`src/jdm_pkg.sv`:
```
// Shared types, widths and constants for the joystick deadzone mirror drive.
`timescale 1ns / 1ps
package jdm_pkg;

  // Serial multiplier: signed multiplicand, unsigned multiplier, one bit per cycle.
  localparam int unsigned MulAW = 26;
  localparam int unsigned MulBW = 25;
  localparam int unsigned MulPW = MulAW + MulBW;

  // Serial restoring divider: unsigned, one quotient bit per cycle.
  localparam int unsigned DivNW = 40;
  localparam int unsigned DivDW = 16;

  // Working values are signed Q1.15 with headroom, saturated to +-(2^23 - 1).
  localparam int unsigned WorkW = 24;

  typedef logic signed [WorkW-1:0] work_t;
  typedef logic signed [MulPW-1:0] prod_t;

  localparam work_t SatLim = work_t'(8388607);
  localparam prod_t SatHi  = prod_t'(8388607);
  localparam prod_t SatLo  = prod_t'(-8388607);
  localparam logic [DivNW-1:0] SatMag = DivNW'(8388607);
  localparam logic [MulBW-1:0] FacCap = MulBW'(16777216);

  localparam logic [15:0] KeepQ16  = 16'd45875;
  localparam logic [15:0] AlphaQ16 = 16'd19661;

  localparam prod_t GainRnd  = prod_t'(2048);
  localparam prod_t SmoothRnd = prod_t'(32768);
  localparam prod_t MvRnd    = prod_t'(16384);

  typedef enum logic [2:0] {
    CfgXSel, CfgYSel, CfgInvX, CfgInvY, CfgXGain, CfgYGain, CfgRadius, CfgRange
  } cfg_idx_e;

  typedef enum logic [1:0] {
    RangeBi10, RangeBi5, RangeUni10, RangeSpare
  } range_e;

  typedef enum logic [4:0] {
    StIdle, StSqX, StSqY, StSqrt, StChk, StFac, StMulX, StDivX, StMulY, StDivY,
    StInv, StGainX, StGainY, StKeepX, StAlphaX, StKeepY, StAlphaY, StMvX, StMvY,
    StOut
  } state_e;

endpackage

```
`src/jdm_mul.sv`:
```
// Bit-serial signed by unsigned multiplier, accumulator shifts right one bit per cycle.
`timescale 1ns / 1ps
module jdm_mul (
  input  logic                                 clk_i,
  input  logic                                 rst_ni,
  input  logic                                 start_i,
  input  logic signed [jdm_pkg::MulAW-1:0]     a_i,
  input  logic        [jdm_pkg::MulBW-1:0]     b_i,
  output logic                                 done_o,
  output jdm_pkg::prod_t                       p_o
);

  localparam int unsigned CntW = $clog2(jdm_pkg::MulBW + 1);

  logic signed [jdm_pkg::MulAW-1:0] a_q, a_d;
  logic        [jdm_pkg::MulBW-1:0] b_q, b_d;
  logic        [jdm_pkg::MulPW-1:0] p_q, p_d;
  logic        [CntW-1:0]           cnt_q, cnt_d;
  logic                             busy_q, busy_d;
  logic                             done_q, done_d;
  logic signed [jdm_pkg::MulAW:0]   hi_ext, a_ext, hi_sum;

  always_comb begin
    hi_ext = {p_q[jdm_pkg::MulPW-1], p_q[jdm_pkg::MulPW-1:jdm_pkg::MulBW]};
    a_ext  = {a_q[jdm_pkg::MulAW-1], a_q};
    hi_sum = b_q[0] ? (hi_ext + a_ext) : hi_ext;
    a_d    = a_q;
    b_d    = b_q;
    p_d    = p_q;
    cnt_d  = cnt_q;
    busy_d = busy_q;
    done_d = 1'b0;
    if (start_i) begin
      a_d    = a_i;
      b_d    = b_i;
      p_d    = '0;
      cnt_d  = CntW'(jdm_pkg::MulBW);
      busy_d = 1'b1;
    end else if (busy_q) begin
      p_d   = {hi_sum, p_q[jdm_pkg::MulBW-1:1]};
      b_d   = b_q >> 1;
      cnt_d = cnt_q - CntW'(1);
      if (cnt_q == CntW'(1)) begin
        busy_d = 1'b0;
        done_d = 1'b1;
      end
    end
  end

  always_ff @(posedge clk_i or negedge rst_ni) begin
    if (!rst_ni) begin
      busy_q <= 1'b0;
      done_q <= 1'b0;
      cnt_q  <= '0;
    end else begin
      busy_q <= busy_d;
      done_q <= done_d;
      cnt_q  <= cnt_d;
    end
  end

  always_ff @(posedge clk_i) begin
    a_q <= a_d;
    b_q <= b_d;
    p_q <= p_d;
  end

  assign done_o = done_q;
  assign p_o    = signed'(p_q);

endmodule

```
`src/jdm_div.sv`:
```
// Bit-serial restoring unsigned divider, one quotient bit per cycle.
`timescale 1ns / 1ps
module jdm_div (
  input  logic                         clk_i,
  input  logic                         rst_ni,
  input  logic                         start_i,
  input  logic [jdm_pkg::DivNW-1:0]    n_i,
  input  logic [jdm_pkg::DivDW-1:0]    d_i,
  output logic                         done_o,
  output logic [jdm_pkg::DivNW-1:0]    q_o
);

  localparam int unsigned CntW = $clog2(jdm_pkg::DivNW + 1);

  logic [jdm_pkg::DivNW-1:0] n_q, n_d;
  logic [jdm_pkg::DivDW-1:0] d_q, d_d;
  logic [jdm_pkg::DivDW-1:0] r_q, r_d;
  logic [jdm_pkg::DivDW:0]   trial, diff;
  logic                      ge;
  logic [CntW-1:0]           cnt_q, cnt_d;
  logic                      busy_q, busy_d;
  logic                      done_q, done_d;

  always_comb begin
    trial  = {r_q, n_q[jdm_pkg::DivNW-1]};
    diff   = trial - {1'b0, d_q};
    ge     = (trial >= {1'b0, d_q});
    n_d    = n_q;
    d_d    = d_q;
    r_d    = r_q;
    cnt_d  = cnt_q;
    busy_d = busy_q;
    done_d = 1'b0;
    if (start_i) begin
      n_d    = n_i;
      d_d    = d_i;
      r_d    = '0;
      cnt_d  = CntW'(jdm_pkg::DivNW);
      busy_d = 1'b1;
    end else if (busy_q) begin
      r_d   = ge ? diff[jdm_pkg::DivDW-1:0] : trial[jdm_pkg::DivDW-1:0];
      n_d   = {n_q[jdm_pkg::DivNW-2:0], ge};
      cnt_d = cnt_q - CntW'(1);
      if (cnt_q == CntW'(1)) begin
        busy_d = 1'b0;
        done_d = 1'b1;
      end
    end
  end

  always_ff @(posedge clk_i or negedge rst_ni) begin
    if (!rst_ni) begin
      busy_q <= 1'b0;
      done_q <= 1'b0;
      cnt_q  <= '0;
    end else begin
      busy_q <= busy_d;
      done_q <= done_d;
      cnt_q  <= cnt_d;
    end
  end

  always_ff @(posedge clk_i) begin
    n_q <= n_d;
    d_q <= d_d;
    r_q <= r_d;
  end

  assign done_o = done_q;
  assign q_o    = n_q;

endmodule

```
`src/joystick_deadzone_mirror_drive_unit.sv`:
```
// Top level: joystick radial deadzone, gain, smoothing and millivolt drive sequencer.
`timescale 1ns / 1ps
// An axis event (func 0) is accepted whenever the unit is idle and only updates the latched X or Y
// reading. A tick (func 1) runs a sequencer over one bit-serial multiplier and one bit-serial
// divider plus a 16-step square root; a tick in the deadzone skips the rescale products and
// quotients. Input is stalled while a tick is in progress; the result sits in an output
// register, and a following tick waits at its end only if that register is still full.
// Configuration is written through cfg_we_i / cfg_index_i / cfg_data_i; the user must write
// it only while idle, which the block itself does not enforce.
module joystick_deadzone_mirror_drive_unit (
  input  logic               clk_i,
  input  logic               rst_ni,
  input  logic               in_valid_i,
  output logic               in_stall_o,
  input  logic               func_i,
  input  logic        [7:0]  axis_number_i,
  input  logic signed [15:0] axis_value_i,
  output logic               out_valid_o,
  input  logic               out_stall_i,
  output logic signed [14:0] x_millivolts_o,
  output logic signed [14:0] y_millivolts_o,
  input  logic               cfg_we_i,
  input  logic        [2:0]  cfg_index_i,
  input  logic        [15:0] cfg_data_i
);

  // configuration
  logic [7:0]       xsel_q, ysel_q;
  logic             invx_q, invy_q;
  logic [15:0]      xgain_q, ygain_q, radius_q;
  jdm_pkg::range_e  range_q;

  // state and datapath
  jdm_pkg::state_e  state_q, state_d;
  logic             launched_q, launched_d;
  logic signed [15:0] xlat_q, xlat_d, ylat_q, ylat_d;
  jdm_pkg::work_t   wx_q, wx_d, wy_q, wy_d;
  jdm_pkg::work_t   sx_q, sx_d, sy_q, sy_d;
  jdm_pkg::work_t   mag;
  jdm_pkg::prod_t   acc_q, acc_d, rnd;
  logic [31:0]      d2_q, d2_d;
  logic [17:0]      rem_q, rem_d;
  logic [19:0]      rem_t, sq_trial;
  logic [15:0]      root_q, root_d;
  logic [3:0]       sq_cnt_q, sq_cnt_d;
  logic [jdm_pkg::MulBW-1:0] fac_q, fac_d;
  logic signed [14:0] mvx_q, mvx_d, mvy_q, mvy_d;
  logic signed [14:0] xo_q, xo_d, yo_q, yo_d;
  logic             ovalid_q, ovalid_d;
  logic signed [15:0] raw_clamped;
  logic [13:0]      mv_mid, mv_half;

  // shared units
  logic                             mul_start, mul_done;
  logic signed [jdm_pkg::MulAW-1:0] mul_a;
  logic        [jdm_pkg::MulBW-1:0] mul_b;
  jdm_pkg::prod_t                   mul_p;
  logic                             div_start, div_done;
  logic [jdm_pkg::DivNW-1:0]        div_n, div_q;
  logic [jdm_pkg::DivDW-1:0]        div_d;

  function automatic jdm_pkg::work_t norm_raw(logic signed [15:0] r);
    jdm_pkg::work_t v;
    v = jdm_pkg::WorkW'(r);
    if (r >= 16'sd16384) v = v + jdm_pkg::work_t'(1);
    if (r <= -16'sd16384) v = v - jdm_pkg::work_t'(1);
    return v;
  endfunction

  function automatic logic [jdm_pkg::MulBW-1:0] abs_w(jdm_pkg::work_t v);
    logic signed [jdm_pkg::WorkW:0] e;
    e = {v[jdm_pkg::WorkW-1], v};
    if (v < 0) e = -e;
    return jdm_pkg::MulBW'(e);
  endfunction

  function automatic jdm_pkg::work_t sat_w(jdm_pkg::prod_t v);
    jdm_pkg::work_t r;
    r = v[jdm_pkg::WorkW-1:0];
    if (v > jdm_pkg::SatHi) r = jdm_pkg::SatLim;
    if (v < jdm_pkg::SatLo) r = -jdm_pkg::SatLim;
    return r;
  endfunction

  function automatic logic signed [14:0] clamp_mv(jdm_pkg::prod_t p, logic [13:0] mid,
                                                  logic [13:0] half);
    jdm_pkg::prod_t r;
    logic signed [26:0] v, lo, hi;
    r  = (p + jdm_pkg::MvRnd) >>> 15;
    lo = signed'({13'b0, mid}) - signed'({13'b0, half});
    hi = signed'({13'b0, mid}) + signed'({13'b0, half});
    v  = signed'(r[26:0]) + signed'({13'b0, mid});
    if (v < lo) v = lo;
    if (v > hi) v = hi;
    return v[14:0];
  endfunction

  jdm_mul u_mul (
    .clk_i   (clk_i),
    .rst_ni  (rst_ni),
    .start_i (mul_start),
    .a_i     (mul_a),
    .b_i     (mul_b),
    .done_o  (mul_done),
    .p_o     (mul_p)
  );

  jdm_div u_div (
    .clk_i   (clk_i),
    .rst_ni  (rst_ni),
    .start_i (div_start),
    .n_i     (div_n),
    .d_i     (div_d),
    .done_o  (div_done),
    .q_o     (div_q)
  );

  // configuration writes
  always_ff @(posedge clk_i or negedge rst_ni) begin
    if (!rst_ni) begin
      xsel_q   <= 8'd0;
      ysel_q   <= 8'd1;
      invx_q   <= 1'b0;
      invy_q   <= 1'b0;
      xgain_q  <= 16'd4096;
      ygain_q  <= 16'd4096;
      radius_q <= 16'd1638;
      range_q  <= jdm_pkg::RangeBi10;
    end else if (cfg_we_i) begin
      unique case (jdm_pkg::cfg_idx_e'(cfg_index_i))
        jdm_pkg::CfgXSel:   xsel_q   <= cfg_data_i[7:0];
        jdm_pkg::CfgYSel:   ysel_q   <= cfg_data_i[7:0];
        jdm_pkg::CfgInvX:   invx_q   <= cfg_data_i[0];
        jdm_pkg::CfgInvY:   invy_q   <= cfg_data_i[0];
        jdm_pkg::CfgXGain:  xgain_q  <= cfg_data_i;
        jdm_pkg::CfgYGain:  ygain_q  <= cfg_data_i;
        jdm_pkg::CfgRadius: radius_q <= cfg_data_i;
        jdm_pkg::CfgRange:  range_q  <= jdm_pkg::range_e'(cfg_data_i[1:0]);
        default: ;
      endcase
    end
  end

  always_comb begin
    case (range_q)
      jdm_pkg::RangeBi5: begin
        mv_mid  = 14'd0;
        mv_half = 14'd5000;
      end
      jdm_pkg::RangeUni10: begin
        mv_mid  = 14'd5000;
        mv_half = 14'd5000;
      end
      default: begin
        mv_mid  = 14'd0;
        mv_half = 14'd10000;
      end
    endcase
  end

  assign raw_clamped = (axis_value_i == -16'sd32768) ? -16'sd32767 : axis_value_i;
  assign in_stall_o  = (state_q != jdm_pkg::StIdle);

  always_comb begin
    state_d    = state_q;
    launched_d = launched_q;
    xlat_d     = xlat_q;
    ylat_d     = ylat_q;
    wx_d       = wx_q;
    wy_d       = wy_q;
    sx_d       = sx_q;
    sy_d       = sy_q;
    acc_d      = acc_q;
    d2_d       = d2_q;
    rem_d      = rem_q;
    root_d     = root_q;
    sq_cnt_d   = sq_cnt_q;
    fac_d      = fac_q;
    mvx_d      = mvx_q;
    mvy_d      = mvy_q;
    xo_d       = xo_q;
    yo_d       = yo_q;
    ovalid_d   = ovalid_q;
    mul_start  = 1'b0;
    mul_a      = '0;
    mul_b      = '0;
    div_start  = 1'b0;
    div_n      = '0;
    div_d      = '0;
    mag        = '0;
    rnd        = '0;
    rem_t      = {rem_q, d2_q[31:30]};
    sq_trial   = {2'b00, root_q, 2'b01};

    if (ovalid_q && !out_stall_i) ovalid_d = 1'b0;

    unique case (state_q)
      jdm_pkg::StIdle: begin
        if (in_valid_i) begin
          if (!func_i) begin
            if (axis_number_i == xsel_q) xlat_d = raw_clamped;
            if (axis_number_i == ysel_q) ylat_d = raw_clamped;
          end else begin
            wx_d    = norm_raw(xlat_q);
            wy_d    = norm_raw(ylat_q);
            state_d = jdm_pkg::StSqX;
          end
        end
      end
      jdm_pkg::StSqX, jdm_pkg::StSqY: begin
        mul_a = signed'({1'b0, (state_q == jdm_pkg::StSqX) ? abs_w(wx_q) : abs_w(wy_q)});
        mul_b = (state_q == jdm_pkg::StSqX) ? abs_w(wx_q) : abs_w(wy_q);
        mul_start = !launched_q;
        launched_d = 1'b1;
        if (mul_done) begin
          launched_d = 1'b0;
          if (state_q == jdm_pkg::StSqX) begin
            d2_d    = mul_p[31:0];
            state_d = jdm_pkg::StSqY;
          end else begin
            d2_d     = d2_q + mul_p[31:0];
            rem_d    = '0;
            root_d   = '0;
            sq_cnt_d = '0;
            state_d  = jdm_pkg::StSqrt;
          end
        end
      end
      jdm_pkg::StSqrt: begin
        // one result bit per step, two radicand bits shifted in
        if (rem_t >= sq_trial) begin
          rem_d  = 18'(rem_t - sq_trial);
          root_d = {root_q[14:0], 1'b1};
        end else begin
          rem_d  = rem_t[17:0];
          root_d = {root_q[14:0], 1'b0};
        end
        d2_d     = {d2_q[29:0], 2'b00};
        sq_cnt_d = sq_cnt_q + 4'd1;
        if (sq_cnt_q == 4'd15) state_d = jdm_pkg::StChk;
      end
      jdm_pkg::StChk: begin
        // zero distance, radius of one or more, or inside the deadzone
        if (root_q == 16'd0 || radius_q[15] || root_q < radius_q) begin
          wx_d    = '0;
          wy_d    = '0;
          state_d = jdm_pkg::StInv;
        end else begin
          state_d = jdm_pkg::StFac;
        end
      end
      jdm_pkg::StFac: begin
        div_n = jdm_pkg::DivNW'({16'(root_q - radius_q), 15'b0});
        div_d = 16'(17'h08000 - {1'b0, radius_q});
        div_start  = !launched_q;
        launched_d = 1'b1;
        if (div_done) begin
          launched_d = 1'b0;
          fac_d = (div_q > jdm_pkg::DivNW'(jdm_pkg::FacCap)) ? jdm_pkg::FacCap
                                                           : div_q[jdm_pkg::MulBW-1:0];
          state_d = jdm_pkg::StMulX;
        end
      end
      jdm_pkg::StMulX, jdm_pkg::StMulY: begin
        mul_a = signed'({1'b0, (state_q == jdm_pkg::StMulX) ? abs_w(wx_q) : abs_w(wy_q)});
        mul_b = fac_q;
        mul_start  = !launched_q;
        launched_d = 1'b1;
        if (mul_done) begin
          launched_d = 1'b0;
          acc_d      = mul_p;
          state_d    = (state_q == jdm_pkg::StMulX) ? jdm_pkg::StDivX : jdm_pkg::StDivY;
        end
      end
      jdm_pkg::StDivX, jdm_pkg::StDivY: begin
        div_n = acc_q[jdm_pkg::DivNW-1:0];
        div_d = root_q;
        div_start  = !launched_q;
        launched_d = 1'b1;
        if (div_done) begin
          launched_d = 1'b0;
          mag = (div_q > jdm_pkg::SatMag) ? jdm_pkg::SatLim
                                          : signed'(div_q[jdm_pkg::WorkW-1:0]);
          if (state_q == jdm_pkg::StDivX) begin
            wx_d    = wx_q[jdm_pkg::WorkW-1] ? -mag : mag;
            state_d = jdm_pkg::StMulY;
          end else begin
            wy_d    = wy_q[jdm_pkg::WorkW-1] ? -mag : mag;
            state_d = jdm_pkg::StInv;
          end
        end
      end
      jdm_pkg::StInv: begin
        if (invx_q) wx_d = -wx_q;
        if (invy_q) wy_d = -wy_q;
        state_d = jdm_pkg::StGainX;
      end
      jdm_pkg::StGainX, jdm_pkg::StGainY: begin
        mul_a = jdm_pkg::MulAW'((state_q == jdm_pkg::StGainX) ? wx_q : wy_q);
        mul_b = jdm_pkg::MulBW'((state_q == jdm_pkg::StGainX) ? xgain_q : ygain_q);
        mul_start  = !launched_q;
        launched_d = 1'b1;
        if (mul_done) begin
          launched_d = 1'b0;
          rnd = (mul_p + jdm_pkg::GainRnd) >>> 12;
          if (state_q == jdm_pkg::StGainX) begin
            wx_d    = sat_w(rnd);
            state_d = jdm_pkg::StGainY;
          end else begin
            wy_d    = sat_w(rnd);
            state_d = jdm_pkg::StKeepX;
          end
        end
      end
      jdm_pkg::StKeepX, jdm_pkg::StKeepY: begin
        mul_a = jdm_pkg::MulAW'((state_q == jdm_pkg::StKeepX) ? sx_q : sy_q);
        mul_b = jdm_pkg::MulBW'(jdm_pkg::KeepQ16);
        mul_start  = !launched_q;
        launched_d = 1'b1;
        if (mul_done) begin
          launched_d = 1'b0;
          acc_d      = mul_p;
          state_d = (state_q == jdm_pkg::StKeepX) ? jdm_pkg::StAlphaX : jdm_pkg::StAlphaY;
        end
      end
      jdm_pkg::StAlphaX, jdm_pkg::StAlphaY: begin
        mul_a = jdm_pkg::MulAW'((state_q == jdm_pkg::StAlphaX) ? wx_q : wy_q);
        mul_b = jdm_pkg::MulBW'(jdm_pkg::AlphaQ16);
        mul_start  = !launched_q;
        launched_d = 1'b1;
        if (mul_done) begin
          launched_d = 1'b0;
          rnd = (acc_q + mul_p + jdm_pkg::SmoothRnd) >>> 16;
          if (state_q == jdm_pkg::StAlphaX) begin
            sx_d    = sat_w(rnd);
            state_d = jdm_pkg::StKeepY;
          end else begin
            sy_d    = sat_w(rnd);
            state_d = jdm_pkg::StMvX;
          end
        end
      end
      jdm_pkg::StMvX, jdm_pkg::StMvY: begin
        mul_a = jdm_pkg::MulAW'((state_q == jdm_pkg::StMvX) ? sx_q : sy_q);
        mul_b = jdm_pkg::MulBW'(mv_half);
        mul_start  = !launched_q;
        launched_d = 1'b1;
        if (mul_done) begin
          launched_d = 1'b0;
          if (state_q == jdm_pkg::StMvX) begin
            mvx_d   = clamp_mv(mul_p, mv_mid, mv_half);
            state_d = jdm_pkg::StMvY;
          end else begin
            mvy_d   = clamp_mv(mul_p, mv_mid, mv_half);
            state_d = jdm_pkg::StOut;
          end
        end
      end
      jdm_pkg::StOut: begin
        if (!ovalid_q || !out_stall_i) begin
          xo_d     = mvx_q;
          yo_d     = mvy_q;
          ovalid_d = 1'b1;
          state_d  = jdm_pkg::StIdle;
        end
      end
      default: state_d = jdm_pkg::StIdle;
    endcase
  end

  always_ff @(posedge clk_i or negedge rst_ni) begin
    if (!rst_ni) begin
      state_q    <= jdm_pkg::StIdle;
      launched_q <= 1'b0;
      ovalid_q   <= 1'b0;
      xlat_q     <= '0;
      ylat_q     <= '0;
      sx_q       <= '0;
      sy_q       <= '0;
      sq_cnt_q   <= '0;
    end else begin
      state_q    <= state_d;
      launched_q <= launched_d;
      ovalid_q   <= ovalid_d;
      xlat_q     <= xlat_d;
      ylat_q     <= ylat_d;
      sx_q       <= sx_d;
      sy_q       <= sy_d;
      sq_cnt_q   <= sq_cnt_d;
    end
  end

  always_ff @(posedge clk_i) begin
    wx_q   <= wx_d;
    wy_q   <= wy_d;
    acc_q  <= acc_d;
    d2_q   <= d2_d;
    rem_q  <= rem_d;
    root_q <= root_d;
    fac_q  <= fac_d;
    mvx_q  <= mvx_d;
    mvy_q  <= mvy_d;
    xo_q   <= xo_d;
    yo_q   <= yo_d;
  end

  assign out_valid_o    = ovalid_q;
  assign x_millivolts_o = xo_q;
  assign y_millivolts_o = yo_q;

endmodule

```
`config.mk`:
```
export PLATFORM = sky130hd
export DESIGN_NAME = joystick_deadzone_mirror_drive_unit
export DESIGN_NICKNAME = d
export VERILOG_FILES = /design/src/jdm_pkg.sv /design/src/jdm_mul.sv /design/src/jdm_div.sv /design/src/joystick_deadzone_mirror_drive_unit.sv
export SDC_FILE = /design/constraint.sdc
export NUM_CORES = 2
export LEC_CHECK = 0
export ABC_AREA = 0
export BUFFER_PORTS_ARGS = -buffer_cell sky130_fd_sc_hd__buf_2
export CORE_MARGIN = 4
export CORE_UTILIZATION = 45
export DETAILED_ROUTE_END_ITERATION = 8
export SYNTH_ARGS = -nofsm -noshare
export SYNTH_HDL_FRONTEND = slang
export SYNTH_HIERARCHICAL = 1
export SYNTH_SLANG_ARGS = --single-unit
```
`constraint.sdc`:
```
create_clock -name clk_i -period 6.9 [get_ports clk_i]
set_clock_uncertainty 0.1 [all_clocks]
set_input_delay 0 -clock clk_i [delete_from_list [all_inputs] [get_ports clk_i]]
set_output_delay 0 -clock clk_i [all_outputs]
set_load 0.05 [all_outputs]
```
; ---- After elaboration in Yosys (flattened, before gate mapping)
; Index checks and enable logic that the tools add are counted.
[op_classes]
n_addsub = 25
mul = 0
div_mod_pow = 0
n_lt_le_gt_ge = 18
n_eq_ne = 54
shifts = 0
muxes = 124
n_bitwise = 3
n_reduce_logical = 50
[op_table]
columns = operator, count
row1 = two-way mux 24 bit, 32
row2 = case mux 24 bit (5 select lines), 2
row3 = two-way mux 27 bit, 7
row4 = case mux 26 bit (6 select lines), 1
row5 = two-way mux 25 bit, 6
row6 = case mux 25 bit (6 select lines), 1
row7 = two-way mux 26 bit, 5
row8 = two-way mux 16 bit, 5
row9 = two-way mux 40 bit, 2
row10 = two-way mux 5 bit, 16
row11 = case mux 40 bit (2 select lines), 1
row12 = negation 24 bit, 3
row13 = case mux 5 bit (13 select lines), 1
row14 = two-way mux 32 bit, 2
row15 = case mux 16 bit (2 select lines), 2
row16 = case mux 32 bit (2 select lines), 1
row17 = greater-than comparator 27 x 16 -> 1 bit, 2
row18 = two-way mux 18 bit, 3
row19 = "adder 51 x 13 -> 51 bit, second input constant", 1
row20 = "adder 51 x 17 -> 51 bit, second input constant", 1
row21 = adder 51 bit, 1
row22 = negation 24 -> 25 bit, 2
row23 = "less-than comparator 24 x 1 -> 1 bit, second input constant", 2
row24 = "subtractor 24 x 2 -> 24 bit, second input constant", 2
row25 = other kinds (69), 173
[totals]
register_bits = 598
latch_bits = 0
ramBits = 0
rom_bits = 0
out_inout_bits = 32
wordCells = 314
memories = 0

; ---- Longest topological paths before layout
[logic_depth]
word_depth = 11
mapped_depth = 39
mapped_depth_nobuf = 36

; ---- Modules after synthesis
; The synthesis kept the hierarchy.
[modules_own_cells]
columns = module, n_inst, cells_per_inst, area_per_inst_um2
row1 = joystick_deadzone_mirror_drive_unit, 1, 3541, 32199.6
row2 = jdm_mul, 1, 536, 5730.5
row3 = jdm_div, 1, 329, 4048.9

; ---- Worst setup path after synthesis
; OpenSTA, ideal clock, no wires.
[synth_timing]
path_type = register -> register
startpoint = register u_mul.p_q, in the netlist u_mul/p_o[14]
endpoint = register mvx_q[11], data pin
setup_ps = 262
arrival_time_ps = 7274
required_ps = 6538
setup_slack_ps = -736
stages_incl_launch_ff = 39
n_path_buf = 4
period_less_slack_ps = 7636
cell_sequence = dfxtp_1 > ha_1 > inv_1 > nor2_1 > nand3_1 > xnor2_1 > ha_1 > a21o_1 > and2_1 > or2_2 > a31o_2 > a21oi_2 > o41ai_1 > xnor2_1 > inv_1 > ha_1 > a21o_1 > a21o_1 > [3 not listed] > or3_1 > clkbuf_1 > nand2_1 > clkbuf_1 > buf_1 > a21oi_1 > ha_1 > a21o_1 > a21oi_1 > nor2b_1 > o21ai_0 > nand2b_1 > a21oi_1 > o21ai_0 > a221o_1 > nand2_2 > buf_6 > mux2_4
[synth_between]
elab_chain_cells = 9
[synth_rtl]
columns = element, line_no
row1 = start: declaration, jdm_mul.sv:17  ; logic [jdm_pkg::MulPW-1:0] p_q, p_d;
row2 = start signal: assignment, jdm_mul.sv:65  ; p_q <= p_d;
row3 = adder 42 x 16 -> 42 bit *, joystick_deadzone_mirror_drive_unit.sv:89  ; r = (p + jdm_pkg::MvRnd) >>> 15;
row4 = adder 27 x 15 -> 27 bit *, joystick_deadzone_mirror_drive_unit.sv:92  ; v = signed'(r[26:0]) + signed'({13'b0, mid});
row5 = less-than comparator 27 x 15 -> 1 bit, joystick_deadzone_mirror_drive_unit.sv:93  ; if (v < lo) v = lo;
row6 = two-way mux 27 bit *, joystick_deadzone_mirror_drive_unit.sv:93
row7 = two-way mux 27 bit *, joystick_deadzone_mirror_drive_unit.sv:350  ; if (state_q == jdm_pkg::StMvX) begin
row8 = two-way mux 27 bit *, joystick_deadzone_mirror_drive_unit.sv:348  ; if (mul_done) begin
row9 = two-way mux 27 bit *, joystick_deadzone_mirror_drive_unit.sv:197  ; unique case (state_q)
row10 = greater-than comparator 27 x 16 -> 1 bit, joystick_deadzone_mirror_drive_unit.sv:94  ; if (v > hi) v = hi;
row11 = two-way mux 15 bit *, joystick_deadzone_mirror_drive_unit.sv:94
row12 = end signal: assignment, joystick_deadzone_mirror_drive_unit.sv:401  ; mvx_q <= mvx_d;
row13 = end: declaration, joystick_deadzone_mirror_drive_unit.sv:47  ; logic signed [14:0] mvx_q, mvx_d, mvy_q, mvy_d;
; Mark *: on every way between the ends. The rest lies on a longest branch, timed or not. The select of a mux whose other input is x is not followed.
; A chain may end at the register's enable or synchronous reset.

; ---- Worst setup path after layout
[layout_timing]
startpoint = register u_mul.p_q, in the netlist u_mul/p_o[17]
endpoint = register mvy_q[7], data pin
[layout_between]
elab_chain_cells = 9
[layout_rtl]
columns = element, line_no
row1 = adder 42 x 16 -> 42 bit *, joystick_deadzone_mirror_drive_unit.sv:89
row2 = adder 27 x 15 -> 27 bit *, joystick_deadzone_mirror_drive_unit.sv:92
row3 = less-than comparator 27 x 15 -> 1 bit, joystick_deadzone_mirror_drive_unit.sv:93
row4 = two-way mux 27 bit *, joystick_deadzone_mirror_drive_unit.sv:93
row5 = two-way mux 27 bit *, joystick_deadzone_mirror_drive_unit.sv:350
row6 = two-way mux 27 bit *, joystick_deadzone_mirror_drive_unit.sv:348
row7 = two-way mux 27 bit *, joystick_deadzone_mirror_drive_unit.sv:197
row8 = greater-than comparator 27 x 16 -> 1 bit, joystick_deadzone_mirror_drive_unit.sv:94
row9 = two-way mux 15 bit *, joystick_deadzone_mirror_drive_unit.sv:94
row10 = end signal: assignment, joystick_deadzone_mirror_drive_unit.sv:402  ; mvy_q <= mvy_d;
row11 = end: declaration, joystick_deadzone_mirror_drive_unit.sv:47
; Marked as above.

==> reports/results.txt <==
Final Non-Filler Cells - 5,844
drt total wl - 136 mm
final worst path period need - 6.68 ns
ranking of synthesized cells by area - edfxtp_1 (26%), dfrtp_1 (9.8%), ha_1 (8.0%)
CTS tree - done
max layer used - met4
Layout Nets - 4,860
yosys warns - 6
syn_area_per_cell - 9.53 um2
Avg WL per Cell - 23.3 um
GR Util All Layers - 26.9%
post-synthesis sequential area ratio - 39.1%
layout cells sized above 1 - 14.4%
antenna-violating nets left - 0
Setup Crit Path Kind - flop to flop
IO Count - 81
CP max-delay cell - or3_4
VDD IR max - 0.232 mV
DR pass1 iterations - 6
Synth Area in Simple Gates - 17.4%
via count - 35,600
Critical Path AT - 6.96 ns
Rows - 111
Synth top area share - 25.5%
ys flop type - edfxtp_1
area delta synth->final - 13.3%
mux cell area share after synthesis - 6.13%
Setup Viol. Count Final - 0
Starting DRT DRC Count - 3,634
Yosys reg bits - 598
Final Wtd Congestion - 0.976
WHS - 0.0562 ns
# clock sinks - 598
pwr/cell area - 458 mW/mm2
Clk pin slew, worst setup/hold paths - 0.06 ns
Met1 Wirelength - 61.1 mm
Die ar. - 0.0982 mm2
critical path's most frequent cell - a21o_1
filler cell count - 8,520
DP Area - 0.0441 mm2
root buffer cell - clkbuf_16
IO buf count - 80
placed cells - 5,638
CP max stage delay - 0.46 ns
Num CTS Buffers - 72
count of pins over their slew limit - 0
Core Region - 0.0921 mm2
GR Overflow Total - 0
Starting Density - 45.6%
endpoint class of the critical path - flop
Longest Clk Path Bufs - 3
Leakage Power - 19.3 nW
Slew @ Worst Pin - 1.25 ns
Syn Inst Count - 4,406
Synth async-reset ratio - 29.1%
worst setup margin - 0.221 ns
DRC - 0
hpwl dp - 101 mm
max cap viols - 0
total power - 21.8 mW
Design Area, Final - 0.0475 mm2
Critical Path Start Type - flop
Post-Syn Area - 0.0420 mm2
initial antenna violation count - 5
largest net degree at the start of global routing - 78
Cell variety after synth - 115
Crit Path Max Fanout - 8
fin crit share - 96.8%
setup slack at placement - -0.0912 ns
Yosys top cell by area - edfxtp_1
wire length on met2 - 59.4 mm
required time of the critical path - 7.18 ns
drt via density - 6.09
Post-Synth Adder-Cell Area - 8.15%
Highest Clock Rate - 150 MHz
largest family of logic cells by synthesized area - compound AO/OA/AOI/OAI gates
Slew HR - 16.7%
worst min path class - primary input to flop
clock latency at the later pin of the worst-skew pair - 0.65 ns
Compound-Gate Fraction of Synth Area - 18.1%
first-pass GRT wire length - 207 mm
count leader, synth - nand2_1
Die X-Extent - 313 um
number of flops mapped to enable cells by yosys - 357
total negative slack - 0 ns
final hold vios - 0
H-Tree Depth - 3
status - finished clean
Core Util, Final - 51.6%
Mapped Nets - 4,726
vias in the first global route - 33,300
met3 wire len - 9.90 mm
die height - 313 um
synth cell count leaders - nand2_1 (415), nor2_1 (369), edfxtp_1 (357)
xor-xnor portion of the synthesized cell area - 7.53%
-- per-layer routing --
| metal | global-route usage, % | vias to the layer above |
|---|---|---|
| li1 | - | 16700 |
| met1 | 38.4 | 17300 |
| met2 | 41.0 | 1348 |
| met5 | 0 | - |
| met3 | 4.42 | 234 |
| met4 | 10.0 | 0 |
-- registers in the layout, summed over array words and instances (netlist names), 18 cells and up --
register	cells
u_div/q_o	40
acc_q	51
fac_q	25
u_mul/p_o	51
wx_q	24
sy_q	24
rem_q	18
wy_q	24
d2_q	32
u_mul/b_q	25
u_mul/a_q	26
sx_q	24
-- final timing paths --
check | from | to | slack, ns | cells past startpoint
max | u_mul/p_o[17] | mvy_q[7] | 0.22 | 35
min | axis_value_i[7] | ylat_q[7] | 0.06 | 3
max reg2reg | u_mul/p_o[17] | mvy_q[7] | 0.22 | 35
min reg2reg | mvy_q[1] | y_millivolts_o[1] | 0.32 | 0
max in group asynchronous | rst_ni | ylat_q[11] | 5.19 | 4
min in group asynchronous | rst_ni | radius_q[1] | 0.48 | 3
-- kinds of logic (layout without fill, tap and decap cells) --
| kind of cell | Yosys count | after routing |
|---|---|---|
| and+or+nand+nor | 1486 | 1486 |
| AOI/OAI and AO/OA | 1098 | 1098 |
| DFF | 598 | 598 |
| xor gates and xnor gates | 359 | 359 |
| buffers and inverters | 359 | 552 |
| adders and majority gates | 271 | 271 |
| muxes | 235 | 235 |
| other | 0 | 2 |
-- what timing repair did --
action	in CTS	in global routing
setup endpoints to repair	20	30
resized for setup	1	53
hold endpoints to repair	228	0
setup buffers	1	11
pin swaps	1	22
cloned	0	0
hold buffers	59	0
-- cells in the final DEF (no fill, tap or decap), types with 60 or more instances in the layout --
cell and count:
buf_2 79, a21oi_1 231, buf_4 132, a21o_1 83
nor2_1 361, xnor2_1 205, nand2_1 413, nand3_1 115
xor2_1 150, clkbuf_16 76, and3_1 74, mux2_2 163
nor3_1 90, ha_1 262, mux2i_1 61, inv_1 144
o21ai_0 189, edfxtp_1 357, dfxtp_1 60, dfrtp_1 164
-- worst max-delay path, delay by kind of cell, from the launching register on --
family,cells,cell delay [ns]
and+or+nand+nor,12,1.95
buffers and inverters,1,0.07
adders and majority gates,3,0.70
muxes,1,0.32
DFF,1,0.35
AOI/OAI and AO/OA,16,2.51
xor gates and xnor gates,2,0.42
-- cell type report --
| class | instances | area, um2 | area share, % |
|---|---|---|---|
| well taps | 1243 | 1560 | 3.27 |
| diodes | 2 | 5.00 | 0.0105 |
| repair buffers | 275 | 2070 | 4.36 |
| clock inverters | 33 | 402 | 0.845 |
| multi-input cells | 3449 | 24400 | 51.4 |
| clock buffers | 100 | 2100 | 4.42 |
| inverters | 144 | 541 | 1.14 |
| flip-flops and latches | 598 | 16400 | 34.6 |
-- report_power, final --
| group | switching, mW | internal, mW |
|---|---|---|
| clock | 1.64 | 2.41 |
| combinational | 7.10 | 4.56 |
| sequential | 1.04 | 5.01 |
No activity file was read; power rests on OpenSTA's default activity.
